### src/hw/rtl/kve_pkg.sv
// kve_pkg: shared types, constants and helpers for the keyed value extractor.
// No dependencies; imported by every module of the block.
`timescale 1ns / 1ps

package kve_pkg;

  // Default longest key the history register is sized for.
  localparam int KEY_MAX_DEF = 16;

  // Result queue depth; must leave room for the two results one byte can cause.
  localparam int RQ_DEPTH = 4;

  localparam logic [7:0] CH_NUL = 8'h00;
  localparam logic [7:0] CH_LF  = 8'h0A;
  localparam logic [7:0] CH_CR  = 8'h0D;
  localparam logic [7:0] CH_BAR = 8'h7C;

  typedef logic [2:0] cfg_index_t;
  localparam cfg_index_t REG_KEY_LOW    = 3'd0;
  localparam cfg_index_t REG_KEY_HIGH   = 3'd1;
  localparam cfg_index_t REG_KEY_LENGTH = 3'd2;
  localparam cfg_index_t REG_OCCURRENCE = 3'd3;
  localparam cfg_index_t REG_PICKY_MODE = 3'd4;

  typedef enum logic [1:0] {
    PH_SEARCH,
    PH_FIRST,
    PH_VALUE,
    PH_DONE
  } phase_t;

  typedef struct packed {
    logic [7:0] text_char;
    logic       end_of_text;
  } text_beat_t;

  typedef struct packed {
    logic [7:0] value_char;
    logic       has_char;
    logic       last;
    logic       found;
  } result_beat_t;

  typedef struct packed {
    cfg_index_t  index;
    logic [63:0] wdata;
  } cfg_beat_t;

  typedef struct packed {
    logic [63:0] key_chars_low;
    logic [63:0] key_chars_high;
    logic [4:0]  key_length;
    logic [7:0]  occurrence;
    logic        picky_mode;
  } kve_cfg_t;

  // Results written into the queue in one cycle (0, 1 or 2 of them).
  typedef struct packed {
    logic [1:0]   count;
    result_beat_t first;
    result_beat_t second;
  } kve_push_t;

  localparam result_beat_t FAIL_BEAT = '{value_char: 8'h00, has_char: 1'b0,
                                         last: 1'b1, found: 1'b0};

  // Key character i; characters past the sixteenth read as zero.
  function automatic logic [7:0] key_char(logic [63:0] lo, logic [63:0] hi,
                                          logic [5:0] i);
    logic [63:0] word;
    word = (i[3] == 1'b0) ? lo : hi;
    if (i >= 6'd16) begin
      return 8'h00;
    end
    return 8'(word >> {i[2:0], 3'b000});
  endfunction

  function automatic logic is_line_end(logic [7:0] c);
    return (c == CH_NUL) || (c == CH_LF) || (c == CH_CR);
  endfunction

endpackage

### src/hw/rtl/kve_stream_if.sv
// kve_stream_if: valid/ready channel carrying one payload beat of type T.
// No dependencies; payload types come from kve_pkg at the instance.
`timescale 1ns / 1ps

interface kve_stream_if #(parameter type T = logic) ();
  logic valid;
  logic ready;
  T     data;

  modport source(output valid, output data, input ready);
  modport sink(input valid, input data, output ready);
endinterface

### src/hw/rtl/kve_result_queue.sv
// kve_result_queue: small result queue taking up to two beats per cycle.
// Depends on kve_pkg and kve_stream_if; drives the result channel.
`timescale 1ns / 1ps

module kve_result_queue import kve_pkg::*; (
  input  logic      clk,
  input  logic      rst,
  input  kve_push_t push,
  output logic      room,
  kve_stream_if.source result
);

  localparam int PW = $clog2(RQ_DEPTH);
  localparam int CW = $clog2(RQ_DEPTH + 1);

  result_beat_t  q [RQ_DEPTH];
  logic [PW-1:0] head, tail;
  logic [CW-1:0] count;
  logic          pop;

  assign room         = 32'(count) <= RQ_DEPTH - 2;
  assign result.valid = count != '0;
  assign result.data  = q[head];
  assign pop          = result.valid && result.ready;

  always_ff @(posedge clk) begin
    if (rst) begin
      head  <= '0;
      tail  <= '0;
      count <= '0;
    end else begin
      head  <= head + PW'(pop);
      tail  <= tail + PW'(push.count);
      count <= count + CW'(push.count) - CW'(pop);
    end
  end

  always_ff @(posedge clk) begin
    if (push.count != 2'd0) begin
      q[tail] <= push.first;
    end
    if (push.count == 2'd2) begin
      q[tail + PW'(1)] <= push.second;
    end
  end

endmodule

### src/flat_wrapper.sv
// flat-port wrapper written by rule: the top's interface ports become plain ports
module kve_result_queue_flat import kve_pkg::*;
  (clk, rst, push, room, result_valid, result_data, result_ready);
  kve_stream_if result_i ();
  input  logic clk;
  input  logic rst;
  input  kve_push_t push;
  output logic room;
  output wire logic [$bits(result_i.valid)-1:0] result_valid;
  output wire logic [$bits(result_i.data)-1:0] result_data;
  input wire logic [$bits(result_i.ready)-1:0] result_ready;
  assign result_valid = result_i.valid;
  assign result_data = result_i.data;
  assign result_i.ready = result_ready;
  kve_result_queue u_core (.clk(clk), .rst(rst), .push(push), .room(room), .result(result_i));
endmodule
### config.mk
export PLATFORM = sky130hd
export DESIGN_NAME = kve_result_queue_flat
export DESIGN_NICKNAME = d
export VERILOG_FILES = /design/src/hw/rtl/kve_pkg.sv /design/src/hw/rtl/kve_stream_if.sv /design/src/hw/rtl/kve_result_queue.sv /design/src/flat_wrapper.sv
export SDC_FILE = /design/constraint.sdc
export NUM_CORES = 1
export LEC_CHECK = 0
export ABC_AREA = 1
export BUFFER_PORTS_ARGS = -buffer_cell sky130_fd_sc_hd__buf_4
export CAP_MARGIN = 20
export CORE_MARGIN = 4
export CORE_UTILIZATION = 47
export DETAILED_ROUTE_END_ITERATION = 7
export GPL_TIMING_DRIVEN = 0
export HOLD_SLACK_MARGIN = 0.05
export PLACE_DENSITY = 0.8
export SLEW_MARGIN = 30
export SYNTH_ARGS = -nofsm -noshare
export SYNTH_HDL_FRONTEND = slang
export SYNTH_SLANG_ARGS = --single-unit
### constraint.sdc
create_clock -name clk -period 3.1 [get_ports clk]
set_input_delay 0.62 -clock clk [delete_from_list [all_inputs] [get_ports clk]]
set_output_delay 0.62 -clock clk [all_outputs]
set_load 0.005 [all_outputs]
==> impl_metrics.json <==
{
  "status": "finished, final reports clean",
  "cts_sinks": 11,
  "grt.met1_usage_pct": 15.72,
  "finalCritPeriodShare_pct": 56.70,
  "route.antenna.remaining_nets": 0,
  "via_per_inst": 5.085,
  "die_h_um": 44.78,
  "port_buffers": 9,
  "tightest_slew_ps": 257.7,
  "cts_tree": "done",
  "power_mw": 0.4944,
  "placed_cell_area_um2": 720.7,
  "fin_crit_ps": 1758,
  "grt_setup_unrepaired": "no",
  "num_rows": 12,
  "muxShareOfSynthArea_pct": 0,
  "netlist_top_cells_area": "dfxtp_1, edfxtp_1, inv_1",
  "n_antenna_cell": 0,
  "grt_pass1_vias": 504,
  "synth_seq_area_share_pct": 40.94,
  "clk_pin_slew_ps": 70,
  "nets": 124,
  "finClkSkew_ps": 2.280,
  "cp_max_fo": 6,
  "cp_slowest_stage_delay_ps": 420,
  "gr-usage-met2_pct": 21.78,
  "ys_warn_count": 0,
  "io_pins": 30,
  "coreArea_um2": 1186,
  "cap_violations": 0,
  "cts.path.max_buffers": 2,
  "worstPathRequired_ps": 2480,
  "relSlewSlack_pct": 82.68,
  "busiest_layer": "met2",
  "synth-xor-area-share_pct": 4.134,
  "hold_violations": 0,
  "synth_simple_gate_area_share_pct": 23.43,
  "overflow": 0,
  "avgRoutedWirePerCell_um": 10.68,
  "drive_gt1_share_pct": 20.65,
  "synthDistinctLibCells": 21,
  "setup_violations": 0,
  "synth_compound_area_share_pct": 13.58,
  "postCtsSetupRepairBufs": 0,
  "hold_class": "primary input to flop",
  "syn_inst": 79,
  "hpwlAfterDp_um": 902.1,
  "areaGrowthSynthToFinish_pct": 17.52,
  "clk_latency_ps": 270,
  "route.detailed.drc": 0,
  "groute.usage.overall_pct": 13.52,
  "antenna_found_initial": 0,
  "cts_root_buffer": "clkbuf_4",
  "postSynthAreaPerCell_um2": 8.046,
  "slowest_stage": "dfxtp_1",
  "slew_violations": 0,
  "place.gp.congestion": 0.8176,
  "drt_wl_total_mm": 1.132,
  "setup.worst_path.start_class": "flop",
  "yosys.area.top_type": "dfxtp_1",
  "cts_resized": 0,
  "crit_chain": "inv_1 -> o21ai_0 -> o22ai_1 -> buf_4",
  "fmax_ghz": 0.5690,
  "leakage_nw": 0.3482,
  "crit_type": "flop to primary output",
  "stdcell_area_um2": 747.0,
  "drt-initial-drc-count": 17,
  "cts_made_buffers": 3,
  "grt_max_degree": 7,
  "worst_ep_arrival_time_ps": 1140,
  "fin_setup_tns_ps": 0,
  "vias": 539,
  "syn_nets": 110,
  "vdd_drop_max_uv": 386.0,
  "die_area_um2": 2005,
  "place_inst": 102,
  "synth-seq-cells": 11,
  "fin_cells": 106,
  "synth-adder-area-share_pct": 9.055,
  "synth_top_area_share_pct": 22.05,
  "crit_path_end_kind": "primary output",
  "synth_top_family_by_area": "simple AND/OR/NAND/NOR gates",
  "htreeDepth": 1,
  "use_met3_pct": 2.390,
  "syn_area_um2": 635.6,
  "drtPass1Iterations": 4,
  "die-width_um": 44.78,
  "cts_hold_buf": 0,
  "grt_pass1_wl_mm": 1.952,
  "p_per_area_nw_per_um2": 661.8,
  "nFillCells": 103,
  "start_util_pct": 53.59
}
-- layer usage --
layer | up-vias | wire [um]
met2 | 9 | 522
met1 | 241 | 518
met4 | 0 | 36
met5 | - | 0
li1 | 284 | -
met3 | 5 | 55
-- flip-flops by register name, indices dropped and copies added, names as in the netlist --
signal,count
u_core.q,4
u_core.count,3
u_core.tail,2
u_core.head,2
-- layout make-up --
type                            count  area [um^2]  area share, %
Tap cell                           14        17.52          2.345
Multi-Input combinational cell     53        319.1          42.71
Clock buffer                        4        26.28          3.518
Inverter                           15        56.30          7.538
Sequential cell                    11        260.3          34.84
Timing Repair Buffer                9        67.56          9.045
-- metrics by stage --
step / hold WS [ps] / setup WS (ps) / util, %
4_1_cts: 527.6 / 1320 / 62.97
3_3_place_gp: 530.0 / 1288 / 60.76
6_report: 531.8 / 1342 / 62.97
2_1_floorplan: 508.7 / 1434 / -
3_5_place_dp: 553.7 / 1260 / 60.76
5_1_grt: 527.8 / 1220 / 62.97
-- critical path: cells and delay by family, from the launching register on --
family,cells,cell delay [ps]
AO/OA/AOI/OAI,2,230
buffers and inverters,2,210
flip-flops,1,420
-- layout by cell type (no fill, tap or decap), drive strengths merged --
cell,instances
nand3,6
a21oi,3
o31ai,4
nand2,12
xnor2,2
buf,9
ha,3
edfxtp,4
nor2,12
nand4,1
dfxtp,7
fa,1
o22ai,1
xor2,1
o21ai,7
clkbuf,4
inv,15
-- cell families after synthesis --
group	after synthesis
compound gates	15
xor+xnor	3
fa+ha+maj	4
buf+inv	15
flops	11
simple gates	31
-- synthesized netlist by cell type --
| master | instances |
|---|---|
| dfxtp_1 | 7 |
| nand2_1 | 11 |
| inv_2 | 3 |
| o31ai_1 | 4 |
| nor2_4 | 1 |
| edfxtp_1 | 4 |
| nand3_1 | 5 |
| nor2_1 | 10 |
| o21ai_1 | 4 |
| xnor2_1 | 2 |
| o22ai_1 | 1 |
| ha_1 | 3 |
| xor2_1 | 1 |
| o21ai_0 | 3 |
| a21oi_1 | 3 |
| inv_1 | 12 |
| nand2_4 | 1 |
| nor2_2 | 1 |
| nand4_1 | 1 |
| nand3_2 | 1 |
| fa_1 | 1 |
-- worst paths after layout --
| kind | from | end | slack, ps | cells after the start |
|---|---|---|---|---|
| max | u_core.head[0] | result_data | 1340 | 4 |
| min | rst | u_core.count[1] | 530 | 2 |
| max reg2reg | u_core.count[2] | u_core.count[2] | 1460 | 10 |
| min reg2reg | u_core.head[1] | u_core.head[1] | 570 | 3 |
-- where the power goes --
| group | internal [mW] | switching (mW) |
|---|---|---|
| Sequential | 0.179 | 0.0259 |
| Clock | 0.0500 | 0.0494 |
| Combinational | 0.0907 | 0.0997 |
Power figures use the tool's default switching activity.
