<file path="src/hw/rtl/kve_pkg.sv">
// kve_pkg: shared types, constants and helpers for the keyed value extractor.
// No dependencies; imported by every module of the block.
`timescale 1ns / 1ps

package kve_pkg;

  // Default longest key the history register is sized for.
  localparam int KEY_MAX_DEF = 16;

  // Result queue depth; must leave room for the two results one byte can cause.
  localparam int RQ_DEPTH = 4;

  localparam logic [7:0] CH_NUL = 8'h00;
  localparam logic [7:0] CH_LF  = 8'h0A;
  localparam logic [7:0] CH_CR  = 8'h0D;
  localparam logic [7:0] CH_BAR = 8'h7C;

  typedef logic [2:0] cfg_index_t;
  localparam cfg_index_t REG_KEY_LOW    = 3'd0;
  localparam cfg_index_t REG_KEY_HIGH   = 3'd1;
  localparam cfg_index_t REG_KEY_LENGTH = 3'd2;
  localparam cfg_index_t REG_OCCURRENCE = 3'd3;
  localparam cfg_index_t REG_PICKY_MODE = 3'd4;

  typedef enum logic [1:0] {
    PH_SEARCH,
    PH_FIRST,
    PH_VALUE,
    PH_DONE
  } phase_t;

  typedef struct packed {
    logic [7:0] text_char;
    logic       end_of_text;
  } text_beat_t;

  typedef struct packed {
    logic [7:0] value_char;
    logic       has_char;
    logic       last;
    logic       found;
  } result_beat_t;

  typedef struct packed {
    cfg_index_t  index;
    logic [63:0] wdata;
  } cfg_beat_t;

  typedef struct packed {
    logic [63:0] key_chars_low;
    logic [63:0] key_chars_high;
    logic [4:0]  key_length;
    logic [7:0]  occurrence;
    logic        picky_mode;
  } kve_cfg_t;

  // Results written into the queue in one cycle (0, 1 or 2 of them).
  typedef struct packed {
    logic [1:0]   count;
    result_beat_t first;
    result_beat_t second;
  } kve_push_t;

  localparam result_beat_t FAIL_BEAT = '{value_char: 8'h00, has_char: 1'b0,
                                         last: 1'b1, found: 1'b0};

  // Key character i; characters past the sixteenth read as zero.
  function automatic logic [7:0] key_char(logic [63:0] lo, logic [63:0] hi,
                                          logic [5:0] i);
    logic [63:0] word;
    word = (i[3] == 1'b0) ? lo : hi;
    if (i >= 6'd16) begin
      return 8'h00;
    end
    return 8'(word >> {i[2:0], 3'b000});
  endfunction

  function automatic logic is_line_end(logic [7:0] c);
    return (c == CH_NUL) || (c == CH_LF) || (c == CH_CR);
  endfunction

endpackage

</file>
<file path="src/hw/rtl/kve_stream_if.sv">
// kve_stream_if: valid/ready channel carrying one payload beat of type T.
// No dependencies; payload types come from kve_pkg at the instance.
`timescale 1ns / 1ps

interface kve_stream_if #(parameter type T = logic) ();
  logic valid;
  logic ready;
  T     data;

  modport source(output valid, output data, input ready);
  modport sink(input valid, input data, output ready);
endinterface

</file>
<file path="src/hw/rtl/kve_core.sv">
// kve_core: input register, key history, match counter and value phase control.
// Depends on kve_pkg and kve_stream_if; pushes results into kve_result_queue.
`timescale 1ns / 1ps

module kve_core import kve_pkg::*; #(
  parameter int KEY_MAX = KEY_MAX_DEF
) (
  input  logic      clk,
  input  logic      rst,
  kve_stream_if.sink text,
  input  kve_cfg_t  regs,
  input  logic      room,
  output kve_push_t push
);

  localparam int HIST_LEN = KEY_MAX + 1;
  localparam int SW       = $clog2(HIST_LEN + 1);

  // input register
  logic       in_v;
  text_beat_t in_beat;
  logic       advance;

  assign advance    = in_v && room;
  assign text.ready = !in_v || room;

  always_ff @(posedge clk) begin
    if (rst) begin
      in_v <= 1'b0;
    end else if (text.valid && text.ready) begin
      in_v <= 1'b1;
    end else if (advance) begin
      in_v <= 1'b0;
    end
  end

  always_ff @(posedge clk) begin
    if (text.valid && text.ready) begin
      in_beat <= text.data;
    end
  end

  // state
  logic [7:0]    hist [HIST_LEN];
  logic [7:0]    hist_next [HIST_LEN];
  logic [SW-1:0] seen, seen_next;
  logic [SW-1:0] seen_inc;
  logic [7:0]    match_count, match_count_next;
  logic [7:0]    held_char, held_char_next;
  phase_t        phase, phase_next;

  logic [7:0] c;
  logic       eot;
  logic       key_ok;
  logic       hit_occ;
  logic       picky_bad;
  logic       take;
  logic [7:0] cnt_inc;
  logic [7:0] prev_char;
  logic       shift_en;

  assign c   = in_beat.text_char;
  assign eot = in_beat.end_of_text;

  // history as it stands after this byte goes in, newest at index 0
  always_comb begin
    hist_next[0] = c;
    for (int j = 1; j < HIST_LEN; j++) begin
      hist_next[j] = hist[j-1];
    end
  end

  assign seen_inc = (32'(seen) < HIST_LEN) ? seen + SW'(1) : seen;
  assign cnt_inc  = (match_count != 8'hFF) ? match_count + 8'd1 : 8'hFF;

  // parallel key compare across the history lanes
  always_comb begin
    key_ok = (regs.key_length != 5'd0) && (32'(regs.key_length) <= KEY_MAX) &&
             (32'(seen_inc) >= 32'(regs.key_length));
    for (int j = 0; j < KEY_MAX; j++) begin
      if (32'(regs.key_length) > j) begin
        if (hist_next[j] != key_char(regs.key_chars_low, regs.key_chars_high,
                                     6'(regs.key_length) - 6'(j) - 6'd1)) begin
          key_ok = 1'b0;
        end
      end
    end
  end

  // byte just before the candidate
  always_comb begin
    prev_char = 8'h00;
    for (int j = 0; j < HIST_LEN; j++) begin
      if (32'(regs.key_length) == j) begin
        prev_char = hist_next[j];
      end
    end
  end

  assign hit_occ   = (cnt_inc == regs.occurrence);
  assign picky_bad = hit_occ && regs.picky_mode &&
                     (32'(seen_inc) > 32'(regs.key_length)) &&
                     !((prev_char == CH_LF) || (prev_char == CH_CR) ||
                       (prev_char == CH_BAR));
  assign take      = key_ok && !picky_bad;
  assign shift_en  = advance && (phase == PH_SEARCH) && (c != CH_NUL);

  // next state
  always_comb begin
    phase_next       = phase;
    seen_next        = seen;
    match_count_next = match_count;
    held_char_next   = held_char;
    unique case (phase)
      PH_SEARCH: begin
        if (c == CH_NUL) begin
          phase_next = PH_DONE;
        end else begin
          seen_next = seen_inc;
          if (take) begin
            match_count_next = cnt_inc;
            if (hit_occ) begin
              phase_next = PH_FIRST;
            end
          end
        end
      end
      PH_FIRST: begin
        if (is_line_end(c)) begin
          phase_next = PH_DONE;
        end else if (!eot) begin
          held_char_next = c;
          phase_next     = PH_VALUE;
        end
      end
      PH_VALUE: begin
        if (is_line_end(c)) begin
          phase_next = PH_DONE;
        end else begin
          held_char_next = c;
        end
      end
      PH_DONE: ;
      default: ;
    endcase
    if (eot) begin
      phase_next       = PH_SEARCH;
      seen_next        = '0;
      match_count_next = '0;
    end
  end

  // results
  always_comb begin
    push.count  = 2'd0;
    push.first  = FAIL_BEAT;
    push.second = '{value_char: c, has_char: 1'b1, last: 1'b1, found: 1'b1};
    unique case (phase)
      PH_SEARCH: begin
        if ((c == CH_NUL) || eot) begin
          push.count = 2'd1;
        end
      end
      PH_FIRST: begin
        if (is_line_end(c)) begin
          push.count = 2'd1;
        end else if (eot) begin
          push.count = 2'd1;
          push.first = '{value_char: c, has_char: 1'b1, last: 1'b1, found: 1'b1};
        end
      end
      PH_VALUE: begin
        push.first = '{value_char: held_char, has_char: 1'b1, last: 1'b0,
                       found: 1'b1};
        if (is_line_end(c)) begin
          push.count      = 2'd1;
          push.first.last = 1'b1;
        end else if (eot) begin
          push.count = 2'd2;
        end else begin
          push.count = 2'd1;
        end
      end
      PH_DONE: ;
      default: ;
    endcase
    if (!advance) begin
      push.count = 2'd0;
    end
  end

  always_ff @(posedge clk) begin
    if (rst) begin
      phase       <= PH_SEARCH;
      seen        <= '0;
      match_count <= '0;
    end else if (advance) begin
      phase       <= phase_next;
      seen        <= seen_next;
      match_count <= match_count_next;
    end
  end

  // history is only read below the fill count, so it needs no reset
  always_ff @(posedge clk) begin
    if (advance) begin
      held_char <= held_char_next;
    end
    if (shift_en) begin
      for (int j = 0; j < HIST_LEN; j++) begin
        hist[j] <= hist_next[j];
      end
    end
  end

endmodule

</file>
<file path="src/flat_wrapper.sv">
// flat-port wrapper written by rule: the top's interface ports become plain ports
module kve_core_flat import kve_pkg::*;
#(
  parameter int KEY_MAX = KEY_MAX_DEF
)
  (clk, rst, regs, room, push, text_valid, text_data, text_ready);
  kve_stream_if text_i ();
  input  logic clk;
  input  logic rst;
  input  kve_cfg_t regs;
  input  logic room;
  output kve_push_t push;
  input wire logic [$bits(text_i.valid)-1:0] text_valid;
  input wire logic [$bits(text_i.data)-1:0] text_data;
  output wire logic [$bits(text_i.ready)-1:0] text_ready;
  assign text_i.valid = text_valid;
  assign text_i.data = text_data;
  assign text_ready = text_i.ready;
  kve_core #(.KEY_MAX(KEY_MAX)) u_core (.clk(clk), .rst(rst), .text(text_i), .regs(regs), .room(room), .push(push));
endmodule
</file>
<file path="config.mk">
export PLATFORM = sky130hd
export DESIGN_NAME = kve_core_flat
export DESIGN_NICKNAME = d
export VERILOG_FILES = /design/src/hw/rtl/kve_pkg.sv /design/src/hw/rtl/kve_stream_if.sv /design/src/hw/rtl/kve_core.sv /design/src/flat_wrapper.sv
export SDC_FILE = /design/constraint.sdc
export NUM_CORES = 1
export LEC_CHECK = 0
export BUFFER_PORTS_ARGS = -buffer_cell sky130_fd_sc_hd__buf_2
export CAP_MARGIN = 20
export CORE_AREA = 5 5 64 66
export CTS_CLUSTER_SIZE = 24
export DETAILED_ROUTE_END_ITERATION = 10
export DIE_AREA = 0 0 69 71
export SETUP_SLACK_MARGIN = 0.3
export SYNTH_ARGS = -nofsm -noshare
export SYNTH_HDL_FRONTEND = slang
export SYNTH_SLANG_ARGS = --single-unit
</file>
<file path="constraint.sdc">
create_clock -name clk -period 2.2 [get_ports clk]
set_input_delay 0.11 -clock clk [delete_from_list [all_inputs] [get_ports clk]]
set_output_delay 0.11 -clock clk [all_outputs]
set_load 0.01 [all_outputs]
</file>
==> results of run 1 <==
power by group through the flow:
stage               clock network [W]   logic, W  registers (W)
finish                      0.0000966  0.0000302      0.0000631
global route                 0.000104  0.0000337      0.0000636
CTS                          0.000102  0.0000290      0.0000631
detailed placement                  0  0.0000289      0.0000639
global placement                    0  0.0000289      0.0000639
floorplan                           0  0.0000530      0.0000635
Yosys cell counts:
library cell | n | share of area (%)
and2_1 | 1 | 2.1
edfxtp_1 | 1 | 10
nand2b_1 | 1 | 2.1
a311oi_1 | 1 | 3.0
inv_1 | 1 | 1.3
conb_1 | 2 | 2.6
buf_4 | 23 | 59
dfxtp_1 | 2 | 14
nor2_1 | 1 | 1.3
nand2_1 | 1 | 1.3
a21oi_1 | 2 | 3.4
critical path, delay by kind of cell (launching register included):
kind	cells	cell delay (ps)
flops	1	360
simple gates	2	150
buf+inv	1	140
sequential cells by signal (all words and copies together), names as in the netlist:
signal	cells
u_core.eot	1
u_core.in_v	1
u_core.phase	1
layout by cell type, fill, tap and decap left out:
master,count
edfxtp_1,1
nand2b_1,1
conb_1,23
a21oi_1,2
clkbuf_4,3
inv_1,1
dfxtp_1,2
clkbuf_1,1
buf_2,6
and2_1,1
a311oi_1,1
nand2_1,1
nor2_1,1
routing by layer:
metal / vias to the layer above / share of wire [%] / GRT usage, %
met3: 2 / 25 / 0.568
met2: 20 / 43 / 1.27
met4: 0 / 4.5 / 3.25
met5: - / 0 / 0
li1: 81 / - / -
met1: 63 / 28 / 1.26
worst paths after layout:
check / cells past startpoint / endpoint / start / slack (ps)
max reg2reg: 2 / u_core.eot / u_core.in_v / 1340
min: 1 / u_core.eot / text_data / 50
max: 3 / push[22] / u_core.in_v / 1210
min reg2reg: 1 / u_core.phase[0] / u_core.eot / 460
stage by stage:
stage / total power [W] / instance area, µm² / worst slack, ps
after global placement: 0.0000927 / 289 / 1360
after detailed placement: 0.0000928 / 289 / 1350
after global routing: 0.000201 / 315 / 1140
after CTS: 0.000194 / 315 / 1200
after floorplan: 0.000117 / 372 / 1310
final: 0.000190 / 315 / 1210
logic make-up (layout without fill, tap and decap cells):
| kind of cell | Yosys count | in the layout | share of synthesized area [%] |
|---|---|---|---|
| AND/OR/NAND/NOR | 4 | 4 | 6.84 |
| AO/OA/AOI/OAI | 3 | 3 | 6.41 |
| buffers and inverters | 24 | 11 | 60.3 |
| flip-flops | 3 | 3 | 23.9 |
| other | 2 | 23 | 2.57 |
layout make-up:
| type | count | area [µm²] | share of cell area, % |
|---|---|---|---|
| clock buffer | 4 | 26.3 | 8.33 |
| inverter | 1 | 3.75 | 1.19 |
| multi-input combinational | 30 | 125 | 39.7 |
| sequential | 3 | 70.1 | 22.2 |
| tap | 48 | 60.1 | 19.0 |
| timing repair buffer | 6 | 30.0 | 9.52 |
==> impl_metrics.yaml, run 1 <==
cts:
  root_buffer: "clkbuf_4"
  clkSlewWorstSetupHoldPaths_ps: 40
  postCtsSetupRepairBufs: 0
  clk_path_buf_depth: 2
  cts_hold_buf: 0
  cts_made_buffers: 3
  clkSinkCount: 3
  tritoncts: "yes"
  htreeDepth: 1
  cts_resized: 0
  clock_latency_ps: 230
logic_synthesis:
  synth_area_per_cell_um2: 8.13
  synthCells: 36
  syn_area_um2: 293
  synth_warnings: 0
  synth.distinct_cells: 11
  ys_ff_latch: 3
  ys_seq_area_share_pct: 23.9
critical_path:
  slowest_stage: "dfxtp_1"
  cp-start-kind: "register"
  required_ps: 2090
  path_cells: "nand2_1, nor2_1, buf_2"
  critPathMaxStageDelay_ps: 360
  end_kind: "output pin"
  path_class: "reg -> out"
  cp_max_fo: 4
  arrival_ps: 880
flow_run:
  drv_cap: 0
timing:
  slew_viol_final: 0
  period_minus_slack_ps: 994
  timing.fmax_ghz: 1.01
  finalHoldViolCount: 0
  fin_hold_ws_ps: 50.6
  finalSetupViolCount: 0
  rsz0062_at_grt: "no"
  clock_skew_ps: 3.09
  period_share_pct: 45.2
  totalNegativeSetupSlack_ps: 0
pwr:
  leakagePower_nw: 0.157
  switchingPower_w: 0.0000544
  p_comb_share_pct: 15.9
  internal-power_w: 0.000136
  irDropWorstVdd_uv: 157
  p_per_area_nw_per_um2: 602
  swShare_pct: 28.6
  p_seq_share_pct: 33.2
  pwr-share-clk_pct: 50.9
drt:
  drcViolationCount: 0
  vias: 166
  final_antenna_net_count: 0
  wirelength_um: 381
  firstDrtPassIters: 1
  wl_per_cell_um: 4.14
  viasPerCell: 1.80
  drtIter0Drc: 0
placed_design:
  dp_cells: 88
  dp.final_hpwl_um: 315
  io_buffers: 6
  place.gp.congestion: 0.635
floorplanning:
  start_util_pct: 8.31
  ios: 172
  die_area_um2: 4900
  rows: 22
  die_h_um: 71
  die_x_um: 69
  core_um2: 3520
status:
  status: "completed"
worst_hold_path:
  holdCritPathClass: "in -> reg"
finish:
  fin_util_pct: 8.95
  fill_cells: 440
  antenna_cells: 0
  area_growth_pct: 7.69
  stdcell_count: 92
  layout.nets: 192
  drive_above_1_share_pct: 20.5
global_routing:
  grt_pass1_wl_um: 455
  grt_pass1_vias: 131
  grt_overflow_total: 0
  antenna_found_initial: 0
  grt_max_degree: 5
  grt_use_total_pct: 1.35
(Power assumes the default switching activity.)
==> run 2, diff against run 1 <==
--- a/config.mk
+++ b/config.mk
@@ -11,6 +11,7 @@
 export CTS_CLUSTER_SIZE = 24
 export DETAILED_ROUTE_END_ITERATION = 10
 export DIE_AREA = 0 0 69 71
+export PLACE_DENSITY = 0.66
 export SETUP_SLACK_MARGIN = 0.3
 export SYNTH_ARGS = -nofsm -noshare
 export SYNTH_HDL_FRONTEND = slang
==> constraint.sdc (replaced) <==
create_clock -name clk -period 0.9 [get_ports clk]
set_input_delay 0.045 -clock clk [delete_from_list [all_inputs] [get_ports clk]]
set_output_delay 0.045 -clock clk [all_outputs]
set_load 0.01 [all_outputs]
==> run 2 against run 1 <==
The run now ends with hold timing, setup timing left. Non-clock buffer count is 1 higher. Worst setup slack got worse by 1200 ps. Worst hold slack worse by 76 ps. Cell count increased by 1.1%. Critical path type unchanged. Critical endpoint unchanged.
==> impl_metrics.yaml, run 2 (synthesis gave the netlist of run 1 again) <==
floorplanning:
  rows: 22
  core_um2: 3520
  ios: 172
  die_area_um2: 4900
  die_h_um: 71
  start_util_pct: 8.31
  die_x_um: 69
critical_path:
  rr_startpoint: "u_core.in_v"
  worst-path-stages: 3
  path_class: "reg -> out"
  path_cells: "nand2_2, nor2_2, buf_2"
  arrival_ps: 860
  slowest_stage: "dfxtp_4"
  cp_max_fo: 3
  crit_path_end: "push[22]"
  r2r_end: "u_core.eot"
  path_delay_family: "flip-flops"
  critPathMaxStageDelay_ps: 360
  path_buf_inv: 1
  cp-start-kind: "register"
  required_ps: 850
  r2r_cells: 2
  critPathLaunch: "u_core.in_v"
  end_kind: "output pin"
  r2r_setup_slack_ps: 60
timing:
  rsz0062_at_grt: "yes"
  finalHoldViolCount: 2
  slew_viol_final: 0
  setup_slack_ps: -0.802
  finalSetupViolCount: 1
  clock_skew_ps: 0.606
  fin_hold_ws_ps: -25.0
  period_share_pct: 100
  period_minus_slack_ps: 901
  timing.fmax_ghz: 1.11
finish:
  antenna_cells: 0
  mostFrequentLayoutCell: "conb_1"
  area_growth_pct: 20.1
  layout.nets: 193
  regArea_um2: 73.8
  drive_above_1_share_pct: 35.6
  multi_input_area_um2: 144
  fill_cells: 428
  final_cell_mix: "23 x conb_1, 5 x buf_2, 3 x clkbuf_4"
  fin_util_pct: 9.98
cts:
  clk_path_buf_depth: 2
  tritoncts: "yes"
  clkSlewWorstSetupHoldPaths_ps: 40
  clock_latency_ps: 230
  htreeDepth: 1
  root_buffer: "clkbuf_4"
  clkSinkCount: 3
  cts_made_buffers: 3
pwr:
  power_w: 0.000481
  irDropWorstVdd_uv: 427
  leakagePower_nw: 0.173
  p_per_area_nw_per_um2: 1370
drt:
  viasPerCell: 1.86
  drcViolationCount: 0
  firstDrtPassIters: 2
  wirelength_um: 425
  vias: 173
  drtIter0Drc: 5
  wl_per_cell_um: 4.57
  final_antenna_net_count: 0
global_routing:
  grt_max_degree: 5
  antenna_found_initial: 0
  use_met3_pct: 0.568
  grt_use_met1_pct: 1.26
  grt_pass1_wl_um: 510
  grt_pass1_vias: 148
  grtUsageMet2_pct: 1.80
  grt-busiest-layer: "met4"
  grt_overflow_total: 0
  grt_use_total_pct: 1.41
flow_run:
  drv_cap: 0
placed_design:
  place.gp.congestion: 0.536
  dp.final_hpwl_um: 340
  io_buffers: 6
status:
  violations: "hold timing, setup timing"
  status: "complete, but fails checks"
worst_hold_path:
  holdCritPathClass: "in -> reg"
-- run 2: how the worst min path moves through the flow --
stage,startpoint,endpoint,slack [ps],cells after the start
after global routing,rst,u_core.in_v,-10,2
final,rst,u_core.in_v,-20,2
after global placement,rst,u_core.in_v,220,2
after floorplan,rst,u_core.in_v,110,1
after detailed placement,rst,u_core.in_v,210,2
after CTS,rst,u_core.in_v,-30,2
-- run 2: final cells by class --
cell class,instances,share of cell area (%)
multi-input combinational,30,40.9
sequential,3,21.0
tap,48,17.1
timing repair buffer,7,12.5
clock buffer,4,7.47
inverter,1,1.07
-- run 2: where the power goes --
| part | switching [W] | internal [W] |
|---|---|---|
| logic | 0.0000632 | 0.0000278 |
| registers | 0.00000658 | 0.000149 |
| clock network | 0.0000687 | 0.000166 |
| total | 0.000139 | 0.000343 |
-- run 2: layer usage --
layer	up-vias	wire length, µm
met1	72	115
met4	0	0
met5	-	0
met2	19	217
li1	82	-
met3	0	92
-- run 2: through the flow --
stage	instances	setup WS (ps)	setup TNS (ps)	cell area, µm²
floorplan	57	88.6	0	380
global placement	88	96.0	0	298
detailed placement	88	87.7	0	298
CTS	93	-1.73	-1.73	347
global route	93	-65.2	-71.0	352
finish	93	-0.802	-0.802	352
-- run 2: timing repair --
item	in CTS	in global routing
buffers inserted	1	0
endpoints found under the hold margin	3	2
gates cloned	0	0
pin swaps	1	1
resized for setup	4	2
endpoints found under the setup margin	5	5
==> run 3, diff against run 2 <==
--- a/config.mk
+++ b/config.mk
@@ -7,11 +7,11 @@
 export LEC_CHECK = 0
 export BUFFER_PORTS_ARGS = -buffer_cell sky130_fd_sc_hd__buf_2
 export CAP_MARGIN = 20
-export CORE_AREA = 5 5 64 66
+export CORE_AREA = 3 3 65 67
 export CTS_CLUSTER_SIZE = 24
 export DETAILED_ROUTE_END_ITERATION = 10
-export DIE_AREA = 0 0 69 71
-export PLACE_DENSITY = 0.66
+export DIE_AREA = 0 0 68 70
+export RECOVER_POWER = 50
 export SETUP_SLACK_MARGIN = 0.3
 export SYNTH_ARGS = -nofsm -noshare
 export SYNTH_HDL_FRONTEND = slang
==> run 3 against run 2 <==
The run now ends clean. Design area up 6.4%. Highest routed layer is now met4. Sequential share of layout area down 1.3 points. Flip-flop and latch count unchanged. Worst hold slack better by 31 ps. Utilization up 0.16 points. Global-route usage up 0.57 points. Combinational power about the same. Worst setup slack better by 25 ps. Non-clock buffer count unchanged. First-iteration DRC count down 80%. Largest power group unchanged. Cell count unchanged.
==> impl_metrics.yaml, run 3 (synthesis gave the netlist of run 1 again) <==
status:
  status: "completed"
global_routing:
  grt_pass1_wl_um: 621
  grt_use_total_pct: 1.98
  antenna_found_initial: 0
  grt_overflow_total: 0
  grt_pass1_vias: 157
  grt_max_degree: 5
pwr:
  swShare_pct: 24.8
  p_per_area_nw_per_um2: 1700
  leakagePower_nw: 0.183
  p_seq_share_pct: 24.5
  switchingPower_w: 0.000158
  irDropWorstVdd_uv: 772
  pwr-share-clk_pct: 61.3
  internal-power_w: 0.000479
  power_w: 0.000637
  p_comb_share_pct: 14.2
drt:
  final_antenna_net_count: 0
  firstDrtPassIters: 4
  wl_per_cell_um: 4.42
  wirelength_um: 411
  drcViolationCount: 0
  drtIter0Drc: 1
  viasPerCell: 1.99
  vias: 185
finish:
  layout.nets: 193
  drive_above_1_share_pct: 35.6
  regArea_um2: 73.8
  antenna_cells: 0
  fill_cells: 448
  mostFrequentLayoutCell: "conb_1"
  stdcell_count: 93
  final_cell_mix: "23 x conb_1, 5 x buf_2, 3 x clkbuf_8, 2 x buf_6"
  multi_input_area_um2: 144
  area_growth_pct: 27.8
floorplanning:
  rows: 22
  start_util_pct: 7.94
  ios: 172
  die_h_um: 70
  core_um2: 3690
  die_x_um: 68
  die_area_um2: 4760
timing:
  totalNegativeSetupSlack_ps: 0
  period_minus_slack_ps: 876
  finalHoldViolCount: 0
  rsz0062_at_grt: "yes"
  timing.fmax_ghz: 1.14
  clock_skew_ps: 2.42
  slew_viol_final: 0
  finalSetupViolCount: 0
  period_share_pct: 97.3
flow_run:
  drv_cap: 0
critical_path:
  r2r_cells: 2
  r2r_setup_slack_ps: 50
  path_class: "reg -> out"
  cp_max_fo: 4
  rr_startpoint: "u_core.in_v"
  r2r_end: "u_core.eot"
  arrival_ps: 830
  required_ps: 850
  end_kind: "output pin"
  cp-start-kind: "register"
placed_design:
  io_buffers: 6
  place.gp.congestion: 0.607
  dp_cells: 88
  dp.final_hpwl_um: 320
cts:
  clk_path_buf_depth: 2
  clock_latency_ps: 220
  root_buffer: "clkbuf_8"
  clkSinkCount: 3
  tritoncts: "yes"
  htreeDepth: 1
  cts_made_buffers: 3
  clkSlewWorstSetupHoldPaths_ps: 30
worst_hold_path:
  hp-start: "rst"
  holdPathStages: 2
  holdCritPathClass: "in -> reg"
  worstHoldEndpoint: "u_core.in_v"
==> run 3: cell types whose count changed in the layout (fill, tap and decap cells not counted) <==
cell	before	now
clkbuf_4	3	0
clkbuf_8	0	3
buf_4	1	0
buf_6	1	2
==> run 3: area by class of cell <==
type / count / share of cell area, %
multi-input cells: 30 / 38.5
repair buffers: 7 / 12.7
flip-flops and latches: 3 / 19.7
clock buffers: 4 / 12.0
well taps: 48 / 16.1
inverters: 1 / 1.00
==> run 3: through the flow <==
stage                     hold WS (ps)  setup slack, ps  utilization [%]  cell area, µm²
after global routing              4.47            -25.2             10.1             374
after CTS                        -5.17            -23.7             9.84             363
after floorplan                    107             88.6                -             380
after global placement             221             97.5             8.07             298
after detailed placement           223             85.8             8.07             298
final                             5.72             24.0             10.1             374
==> run 3: timing repair <==
item                       4_1_cts  5_1_grt
hold endpoints to repair         1        0
setup endpoints to repair        5        5
setup buffers                    0        1
resized for setup                6        1
pin swaps                        2        2
==> run 3: power by group through the flow <==
| stage | Clock (W) | Combinational, W | Sequential (W) |
|---|---|---|---|
| final | 0.000390 | 0.0000907 | 0.000156 |
| after global routing | 0.000427 | 0.000103 | 0.000157 |
| after CTS | 0.000403 | 0.0000842 | 0.000156 |
| after detailed placement | 0 | 0.0000750 | 0.000158 |
| after global placement | 0 | 0.0000741 | 0.000158 |
| after floorplan | 0 | 0.000132 | 0.000157 |
==> run 3: per-layer routing <==
| layer | wire [µm] | track usage [%] | up-vias |
|---|---|---|---|
| met2 | 195 | 2.57 | 24 |
| met1 | 126 | 1.63 | 76 |
| met3 | 80 | 1.45 | 2 |
| li1 | - | - | 83 |
| met5 | 0 | 0 | - |
| met4 | 9 | 2.65 | 0 |
==> run 3: worst max-delay path by stage <==
stage | start | to | slack, ps | cells after the start
6_report | u_core.in_v | push[22] | 20 | 3
5_1_grt | u_core.in_v | push[22] | -30 | 3
4_1_cts | u_core.in_v | push[22] | -20 | 3
3_5_place_dp | u_core.in_v | u_core.eot | 90 | 2
3_3_place_gp | u_core.in_v | u_core.eot | 100 | 2
2_1_floorplan | u_core.in_v | u_core.eot | 90 | 2
==> run 3: worst max-delay path: stages (launching register included) <==
cell and delay [ps]:
dfxtp_4 360, nand2_2 50, nor2_2 70, buf_2 130
